<file path="src/bba_pkg.sv">
`default_nettype none
// ----------------------------------------------------------------------------
// bba_pkg
// Shared types and constants for the block bitmap allocator: status codes,
// controller states and the command/status bundles between control and data.
// ----------------------------------------------------------------------------
package bba_pkg;

    localparam int NUM_BLOCKS_DEF = 4096;
    localparam int WORD_BITS_DEF  = 64;

    localparam int BLK_W       = 12;
    localparam int STAT_W      = 2;
    localparam int FIELD_REACH = 4096;

    typedef enum logic [STAT_W-1:0] {
        STATUS_OK          = 2'd0,
        STATUS_DOUBLE_FREE = 2'd1,
        STATUS_FULL        = 2'd2
    } status_t;

    typedef enum logic [2:0] {
        ST_CLEAR,
        ST_IDLE,
        ST_DECODE,
        ST_HINT_RD,
        ST_HINT_CHK,
        ST_SCAN,
        ST_PICK,
        ST_SCAN_WR
    } fsm_state_t;

    typedef enum logic [2:0] {
        OUT_NONE,
        OUT_HINT,
        OUT_SCAN,
        OUT_DFREE,
        OUT_FULL
    } out_sel_t;

    typedef struct packed {
        logic     clr_wr;
        logic     load;
        logic     decode;
        logic     hint_rd;
        logic     hint_wr;
        logic     scan_start;
        logic     scan_rd;
        logic     scan_pick;
        logic     scan_wr;
        out_sel_t out_sel;
    } cmd_t;

    typedef struct packed {
        logic clr_done;
        logic req_free;
        logic in_range;
        logic hint_used;
        logic scan_hit;
        logic scan_last;
        logic out_free;
    } stat_t;

endpackage
`default_nettype wire

</file>
<file path="src/bba_ctrl.sv">
`default_nettype none
// ----------------------------------------------------------------------------
// bba_ctrl
// Sequencer for the allocator: bitmap clear after reset, hint lookup,
// first-fit scan and result hand-off.
// ----------------------------------------------------------------------------
module bba_ctrl (
    input  wire logic           aclk,
    input  wire logic           aresetn,
    input  wire logic           s_valid,
    output logic                s_ready,
    input  wire bba_pkg::stat_t stat,
    output bba_pkg::cmd_t       cmd
);
    import bba_pkg::*;

    fsm_state_t state_reg;
    fsm_state_t state_next;
    logic       accept;

    assign accept = s_valid && s_ready;

    always_ff @(posedge aclk) begin
        if (!aresetn) begin
            state_reg <= ST_CLEAR;
        end else begin
            state_reg <= state_next;
        end
    end

    always_comb begin
        state_next = state_reg;
        cmd        = '0;
        s_ready    = 1'b0;
        case (state_reg)
            ST_CLEAR: begin
                cmd.clr_wr = 1'b1;
                if (stat.clr_done) begin
                    state_next = ST_IDLE;
                end
            end
            ST_IDLE: begin
                s_ready = 1'b1;
                if (s_valid) begin
                    cmd.load   = 1'b1;
                    state_next = ST_DECODE;
                end
            end
            ST_DECODE: begin
                cmd.decode = 1'b1;
                state_next = ST_HINT_RD;
            end
            ST_HINT_RD: begin
                cmd.hint_rd = 1'b1;
                state_next  = ST_HINT_CHK;
            end
            ST_HINT_CHK: begin
                if (stat.req_free) begin
                    if (stat.out_free) begin
                        if (stat.in_range && stat.hint_used) begin
                            cmd.hint_wr = 1'b1;
                            cmd.out_sel = OUT_HINT;
                        end else begin
                            cmd.out_sel = OUT_DFREE;
                        end
                        state_next = ST_IDLE;
                    end
                end else if (stat.in_range && !stat.hint_used) begin
                    if (stat.out_free) begin
                        cmd.hint_wr = 1'b1;
                        cmd.out_sel = OUT_HINT;
                        state_next  = ST_IDLE;
                    end
                end else begin
                    cmd.scan_start = 1'b1;
                    state_next     = ST_SCAN;
                end
            end
            ST_SCAN: begin
                if (stat.scan_hit) begin
                    state_next = ST_PICK;
                end else if (stat.scan_last) begin
                    if (stat.out_free) begin
                        cmd.out_sel = OUT_FULL;
                        state_next  = ST_IDLE;
                    end
                end else begin
                    cmd.scan_rd = 1'b1;
                end
            end
            ST_PICK: begin
                cmd.scan_pick = 1'b1;
                state_next    = ST_SCAN_WR;
            end
            ST_SCAN_WR: begin
                if (stat.out_free) begin
                    cmd.scan_wr = 1'b1;
                    cmd.out_sel = OUT_SCAN;
                    state_next  = ST_IDLE;
                end
            end
            default: begin
                state_next = ST_IDLE;
            end
        endcase
    end

    a_accept_decode: assert property (@(posedge aclk) disable iff (!aresetn)
        accept |=> (state_reg == ST_DECODE))
        else $error("accepted transaction not decoded");

    a_no_accept_busy: assert property (@(posedge aclk) disable iff (!aresetn)
        (state_reg != ST_IDLE) |-> !s_ready)
        else $error("ready raised while busy");

endmodule
`default_nettype wire
</file>
<file path="config.mk">
export PLATFORM = sky130hd
export DESIGN_NAME = bba_ctrl
export DESIGN_NICKNAME = d
export VERILOG_FILES = /design/src/bba_pkg.sv /design/src/bba_ctrl.sv
export SDC_FILE = /design/constraint.sdc
export NUM_CORES = 1
export LEC_CHECK = 0
export BUFFER_PORTS_ARGS = -buffer_cell sky130_fd_sc_hd__buf_2
export CAP_MARGIN = 20
export CORE_AREA = 2 2 39 41
export CTS_CLUSTER_DIAMETER = 100
export CTS_CLUSTER_SIZE = 12
export DETAILED_ROUTE_END_ITERATION = 8
export DIE_AREA = 0 0 41 43
export GPL_TIMING_DRIVEN = 0
export SETUP_SLACK_MARGIN = 0.5
export SYNTH_ARGS = -nofsm -noshare
export SYNTH_HDL_FRONTEND = slang
export SYNTH_SLANG_ARGS = --single-unit
</file>
<file path="constraint.sdc">
create_clock -name aclk -period 2 [get_ports aclk]
set_clock_uncertainty 0.15 [all_clocks]
set_input_delay 0.3 -clock aclk [delete_from_list [all_inputs] [get_ports aclk]]
set_output_delay 0.3 -clock aclk [all_outputs]
set_load 0.005 [all_outputs]
</file>
### Word level (Yosys, flattened, before mapping)

Index checks and enable logic that the tools add are counted.

* register bits: 3
* bits in latches: 0
* bits in writable memories: 0
* ROM bits: 0
* output and inout port bits: 13
* memories kept: 0

* add/sub/neg operators: 0
* multipliers: 0
* divide/modulo/power cells: 0
* magnitude comparators: 0
* equality and inequality tests: 10
* shift-type cells: 0
* multiplexer cells: 37
* bitwise logic cells: 0
* reductions and logical operators: 5

Operators with widths (number)
* 3-bit two-way mux: 11
* 3-bit case mux with 8 select lines: 1
* 1-bit two-way mux: 20
* 3-bit equality test, second input constant: 4
* 3-bit case mux with 3 select lines: 1
* 3-bit by 2-bit equality test with 1-bit output, second input constant: 2
* 2-bit two-way mux: 3
* 4-bit two-way mux: 1
* 2-bit != test, second input constant: 2
* 3-bit by 1-bit equality test with 1-bit output, second input constant: 1
* 3-bit logical NOT: 1
* 3-bit != test, second input constant: 1
* 3-bit AND reduction: 1
* 1-bit logical AND: 2
* 1-bit logical NOT: 1

### Depth between registers and ports, before layout

Gate-level depths: netlist of run 1.

* word-level depth: 5
* depth in mapped cells: 5
* gate-level depth less buffers: 4

### Least setup slack after synthesis of run 1

OpenSTA, ideal clock, no wires.

* kind: register to output
* start point: register state_reg[0]
* end point: output port cmd[7] (netlist bit)
* data arrival time: 1.021 ns
* setup slack: 0.529 ns
* stages on the path, launching flop included: 5
* cells stage by stage: dfxtp_1 buf_6 or2b_4 nand2b_4 nor3_2

RTL lines
* start: declaration: RTL line bba_ctrl.sv:17 `fsm_state_t state_reg;`
* start signal: assignment: RTL line bba_ctrl.sv:27 `state_reg <= state_next;`
* end: declaration: RTL line bba_ctrl.sv:13 `output bba_pkg::cmd_t cmd`

==> results of run 1 <==
worst max-delay path by stage:
stage                             from  endpoint  depth (start not counted)
after floorplan           state_reg[0]    cmd[7]                          4
after global placement    state_reg[0]    cmd[7]                          5
after detailed placement  state_reg[0]    cmd[7]                          5
after CTS                 state_reg[0]    cmd[7]                          5
after global routing      state_reg[0]    cmd[7]                          5
final                     state_reg[0]    cmd[7]                          5
report_power, final:
group	internal [mW]	switching, mW
clock	0.0749	0.0328
combinational	0.0405	0.0441
sequential	0.0619	0.00214
total	0.177	0.0791
cell usage after synthesis, types with 2 or more instances:
cell,number
nor2b_1,3
buf_6,2
nor3_2,2
a221oi_2,2
nand2b_1,2
a21oi_1,3
nor2_1,8
nor3_1,3
inv_1,4
nand2_1,6
dfxtp_1,3
o21ai_0,2
nand2b_4,2
metrics by stage:
stage | hold slack [ns] | area, µm²
global route | 0.174 | 714
detailed placement | 0.403 | 562
global placement | 0.400 | 562
CTS | 0.154 | 651
finish | 0.156 | 714
floorplan | 0.268 | 432
cell usage in the layout, fill, tap and decap left out, types with 2 or more instances in the layout:
cell type   n
nor2b_1     3
a221oi_2    2
dfxtp_2     2
buf_2      22
inv_1       4
buf_4       9
nand2_1     5
nand2b_4    2
a21oi_1     2
nor3_1      3
o21ai_0     2
buf_6       2
nand2b_1    2
nor2_1      8
clkbuf_4    3
cell families (layout without fill, tap and decap cells):
group                  after synthesis  count (layout)  share of synthesized area (%)
buffers and inverters                7              42                           10.4
DFF                                  3               3                           13.9
and+or+nand+nor                     33              33                           50.4
AOI/OAI and AO/OA                   13              13                           25.2
repair_timing:
item,CTS,global route
pin swaps,4,2
endpoints found under the setup margin,13,13
buffers inserted,6,3
gates resized for setup,5,9
worst register-to-register path, stage by stage, from the launching register on:
cell and delay [ns]:
dfxtp_2 0.31, buf_6 0.11, or2b_4 0.24, buf_4 0.15
nand2_1 0.08, a221oi_2 0.06, o31ai_2 0.18
metal layers:
metal	routed length, µm	part of all wire [%]
met3	72	5.8
met2	639	52
met5	0	0
met1	508	41
met4	19	1.5
layout make-up:
| cell class | instances | area, µm² |
|---|---|---|
| timing repair buffer | 31 | 178 |
| clock buffer | 4 | 26.3 |
| buffer | 3 | 42.5 |
| sequential | 3 | 66.3 |
| tap | 16 | 20.0 |
| inverter | 4 | 15.0 |
| multi-input combinational | 46 | 367 |
| fill | 138 | 669 |
==> impl_metrics.tcl, run 1 <==
set metrics [dict create \
    antenna_found_initial 0 \
    critPathArrivalTime_ns 1.28 \
    path_class "register to primary output" \
    cp-end-kind "primary output" \
    p_leak_nw 0.340 \
    setup_slack_ns 0.269 \
    viasPerCell 4.87 \
    post_drt_wl_per_cell_um 11.6 \
    hp-start "stat[6]" \
    r2r_start "state_reg[0]" \
    fin_util_pct 51.6 \
    cts-root-buf "clkbuf_4" \
    syn_area_um2 432 \
    worstPathMaxFanout 3 \
    ir_drop_mv 0.207 \
    reg2reg_slack_ns 0.62 \
    path_cells "buf_6 > or2b_4 > nand2b_4 > nor3_2 > buf_2" \
    grt_pass1_wl_um 1870 \
    dr.pass1.iters 3 \
    critPathLaunchType "register" \
    clockBufferDepth 2 \
    hold_path_end "state_reg[0]" \
    wirelength_um 1240 \
    place.gp.congestion 0.800 \
    grt_max_degree 11 \
    p_per_area_mw_per_mm2 359 \
    die_w_um 41 \
    critPathMaxStageDelay_ns 0.31 \
    grt.overflow.total 0 \
    drv_cap 0 \
    outcome "completed" \
    tns_ns 0 \
    drc 0 \
    use_met3_pct 2.62 \
    areaGrowthSynthToFinish_pct 65.5 \
    synthTopCellsByArea "dfxtp_1 14%, a221oi_2 7.0%, nor2_1 7.0%, nand2b_4 6.4%, buf_6 5.2%" \
    yosys_warnings 0 \
    rsz0062_at_grt "true" \
    syn_area_per_cell_um2 7.71 \
    htree_num_levels 1 \
    synth_top_area_share_pct 13.9 \
    ios 23 \
    die_area_mm2 0.00176 \
    gr-usage-met2_pct 24.7 \
    io_buffers 22 \
    fin_crit_ns 1.73 \
    hold_buffers 0 \
    cp_num_buf_inv 2 \
    yosysSeqAreaShare_pct 13.9 \
    final_antenna_net_count 0 \
    n_antenna_cell 0 \
    grt_usage_pct 15.3 \
    max_slew_margin_pct 77.6 \
    die_y_um 43 \
    cts_buffers 3 \
    synth_flop_cell "dfxtp_1" \
    grt_pass1_vias 471 \
    cp_data_required_time_ns 1.55 \
    setup_viol 0 \
    dp.cells 94 \
    nNetsFinal 102 \
    worstMarginPinSlew_ns 0.333 \
    routed-via-count 521 \
    r2r_cells 6 \
    cts_tree "done" \
    post-route-period-util_pct 86.6 \
    clkSinkCount 3 \
    num_rows 14 \
    clk_latency_ns 0.24 \
    drive_gt1_share_pct 60.4 \
    crit_slowest_cell "dfxtp_2" \
    path_delay_family "simple AND/OR/NAND/NOR gates" \
    synth_cell_types 27 \
    finalHoldViolations 0 \
    min_path_type "primary input to register" \
    top_usage_layer "met2" \
    met1_usage_pct 16.7 \
    syn-num-nets 66 \
    largest_register_ffs 3 \
    max_freq_mhz 578 \
    core_area_mm2 0.00138 \
    start_util_pct 31.2 \
    synth_edf_count 0 \
    synth_area_leader_cell "dfxtp_1" \
    worstHoldPathCells 3 \
    first_iter_violations 11 \
    final_cells 107 \
    synthCells 56 \
    finalPower_mw 0.256 \
    synth_seq_cells 3 \
    post-place-ws_ns 0.380 \
    hpwlAfterDp_um 839 \
    drv_slew 0 \
    clk_transition_reported_paths_ns 0.04 \
    r2r-end "state_reg[2]" \
    async_flop_share_pct 0 \
]
(Power assumes the default switching activity.)
==> run 2, diff against run 1 <==
--- a/config.mk
+++ b/config.mk
@@ -13,6 +13,7 @@
 export DETAILED_ROUTE_END_ITERATION = 8
 export DIE_AREA = 0 0 41 43
 export GPL_TIMING_DRIVEN = 0
+export PLACE_DENSITY_LB_ADDON = 0.15
 export SETUP_SLACK_MARGIN = 0.5
 export SYNTH_ARGS = -nofsm -noshare
 export SYNTH_HDL_FRONTEND = slang
==> run 2 against run 1 <==
Effect of this change:
- global-route usage up 0.32 points
- worst hold slack better by 0.011 ns
- via count down 0.58%
- sequential share of layout area down 0.51 points
- core utilization down 0.090 points
- non-clock buffer count up 3
- largest cell class unchanged
==> impl_metrics.tcl, run 2 (synthesis results as in run 1) <==
set metrics [dict create \
    antenna_found_initial 0 \
    hold_path_end "state_reg[0]" \
    r2r-end "state_reg[0]" \
    outcome "completed" \
    worstHoldPathCells 3 \
    grt.overflow.total 0 \
    worstMarginPinSlew_ns 0.329 \
    min_path_type "primary input to register" \
    hold_buffers 0 \
    wirelength_um 1190 \
    max_freq_mhz 588 \
    nNetsFinal 105 \
    die_area_mm2 0.00176 \
    p_sw_share_pct 28.7 \
    cts-root-buf "clkbuf_4" \
    path_class "register to primary output" \
    holdWs_ns 0.167 \
    ir_drop_mv 0.369 \
    r2r_cells 6 \
    critPathArrivalTime_ns 1.25 \
    start_util_pct 31.2 \
    grt_pass1_vias 461 \
    io_buffers 22 \
    post-route-period-util_pct 85.0 \
    finalPower_mw 0.254 \
    hpwlAfterDp_um 847 \
    drv_cap 0 \
    n_antenna_cell 0 \
    p_switching_mw 0.0729 \
    cp_data_required_time_ns 1.55 \
    htree_num_levels 1 \
    worstPathMaxFanout 4 \
    die_y_um 43 \
    die_w_um 41 \
    dpl_cell_area_um2 562 \
    clkSinkCount 3 \
    rsz0062_at_grt "true" \
    final_common_cell "buf_2" \
    p_seq_share_pct 25.6 \
    dr.pass1.iters 4 \
    ios 23 \
    cp-startpoint "state_reg[0]" \
    finalHoldViolations 0 \
    setup_viol 0 \
    core_area_mm2 0.00138 \
    p_leak_nw 0.350 \
    share_comb_of_total_power_pct 33.8 \
    post_drt_wl_per_cell_um 10.8 \
    clkPwrFrac_pct 40.7 \
    max_slew_margin_pct 77.9 \
    grt_max_degree 11 \
    p_int_mw 0.181 \
    first_iter_violations 8 \
    num_rows 14 \
    clk_latency_ns 0.23 \
    final_antenna_net_count 0 \
    cts_tree "done" \
    largest_register_ffs 3 \
    reg2reg_slack_ns 0.56 \
    drv_slew 0 \
    viasPerCell 4.71 \
    finalInstanceArea_um2 713 \
    layout_common_cells "22 x buf_2, 12 x buf_4, 7 x nor2_1" \
    cts_buffers 3 \
    critPathLaunchType "register" \
    drc 0 \
    areaGrowthSynthToFinish_pct 65.2 \
    tns_ns 0 \
    clockBufferDepth 2 \
    clk_transition_reported_paths_ns 0.03 \
    routed-via-count 518 \
    cp-end-kind "primary output" \
    hp-start "stat[6]" \
    grt_pass1_wl_um 1880 \
    r2r_start "state_reg[0]" \
    place.gp.congestion 0.704 \
    fin_crit_ns 1.70 \
    drive_gt1_share_pct 61.7 \
    grt_usage_pct 15.6 \
    p_per_area_mw_per_mm2 356 \
]
[run 2: repair_timing]
item	in CTS	in global routing
buffers inserted	12	0
pin swaps	4	1
resized for setup	7	2
endpoints found under the setup margin	13	15
[run 2: worst max-delay path by stage]
stage | to | slack, ns | depth (start not counted)
finish | cmd[7] | 0.30 | 5
global route | cmd[7] | 0.22 | 5
CTS | cmd[7] | 0.28 | 5
detailed placement | cmd[7] | 0.40 | 5
global placement | cmd[7] | 0.40 | 5
floorplan | cmd[7] | 0.53 | 4
[run 2: stage by stage]
step	setup WS, ns	utilization, %	cells
final	0.299	51.5	110
after global routing	0.224	51.5	110
after CTS	0.280	51.1	110
after detailed placement	0.404	40.6	94
after global placement	0.395	40.6	94
after floorplan	0.529	-	56
[run 2: metal layers]
metal | GRT usage [%] | part of all wire, %
met5 | 0 | 0
met1 | 20.3 | 45
met3 | 3.14 | 2.6
met2 | 24.1 | 52
met4 | 6.00 | 0
[run 2: cell type report]
cell class,count,area (µm²)
inverter,4,15.0
fill,135,671
sequential,3,62.6
buffer,3,36.3
multi-input combinational,46,353
clock buffer,4,26.3
timing repair buffer,34,200
tap,16,20.0
[run 2: worst max-delay path: stages (launching register included)]
cell and delay [ns]:
dfxtp_2 0.31, buf_6 0.11, or2b_4 0.24, nand2b_4 0.15
nor3_2 0.09, buf_2 0.12
[run 2: power groups by stage]
stage,Combinational [mW],Sequential (mW),Clock (mW)
after global routing,0.0933,0.0653,0.115
final,0.0857,0.0649,0.103
after detailed placement,0.0669,0.0653,0
after CTS,0.0851,0.0649,0.110
after floorplan,0.0418,0.0650,0
after global placement,0.0669,0.0654,0
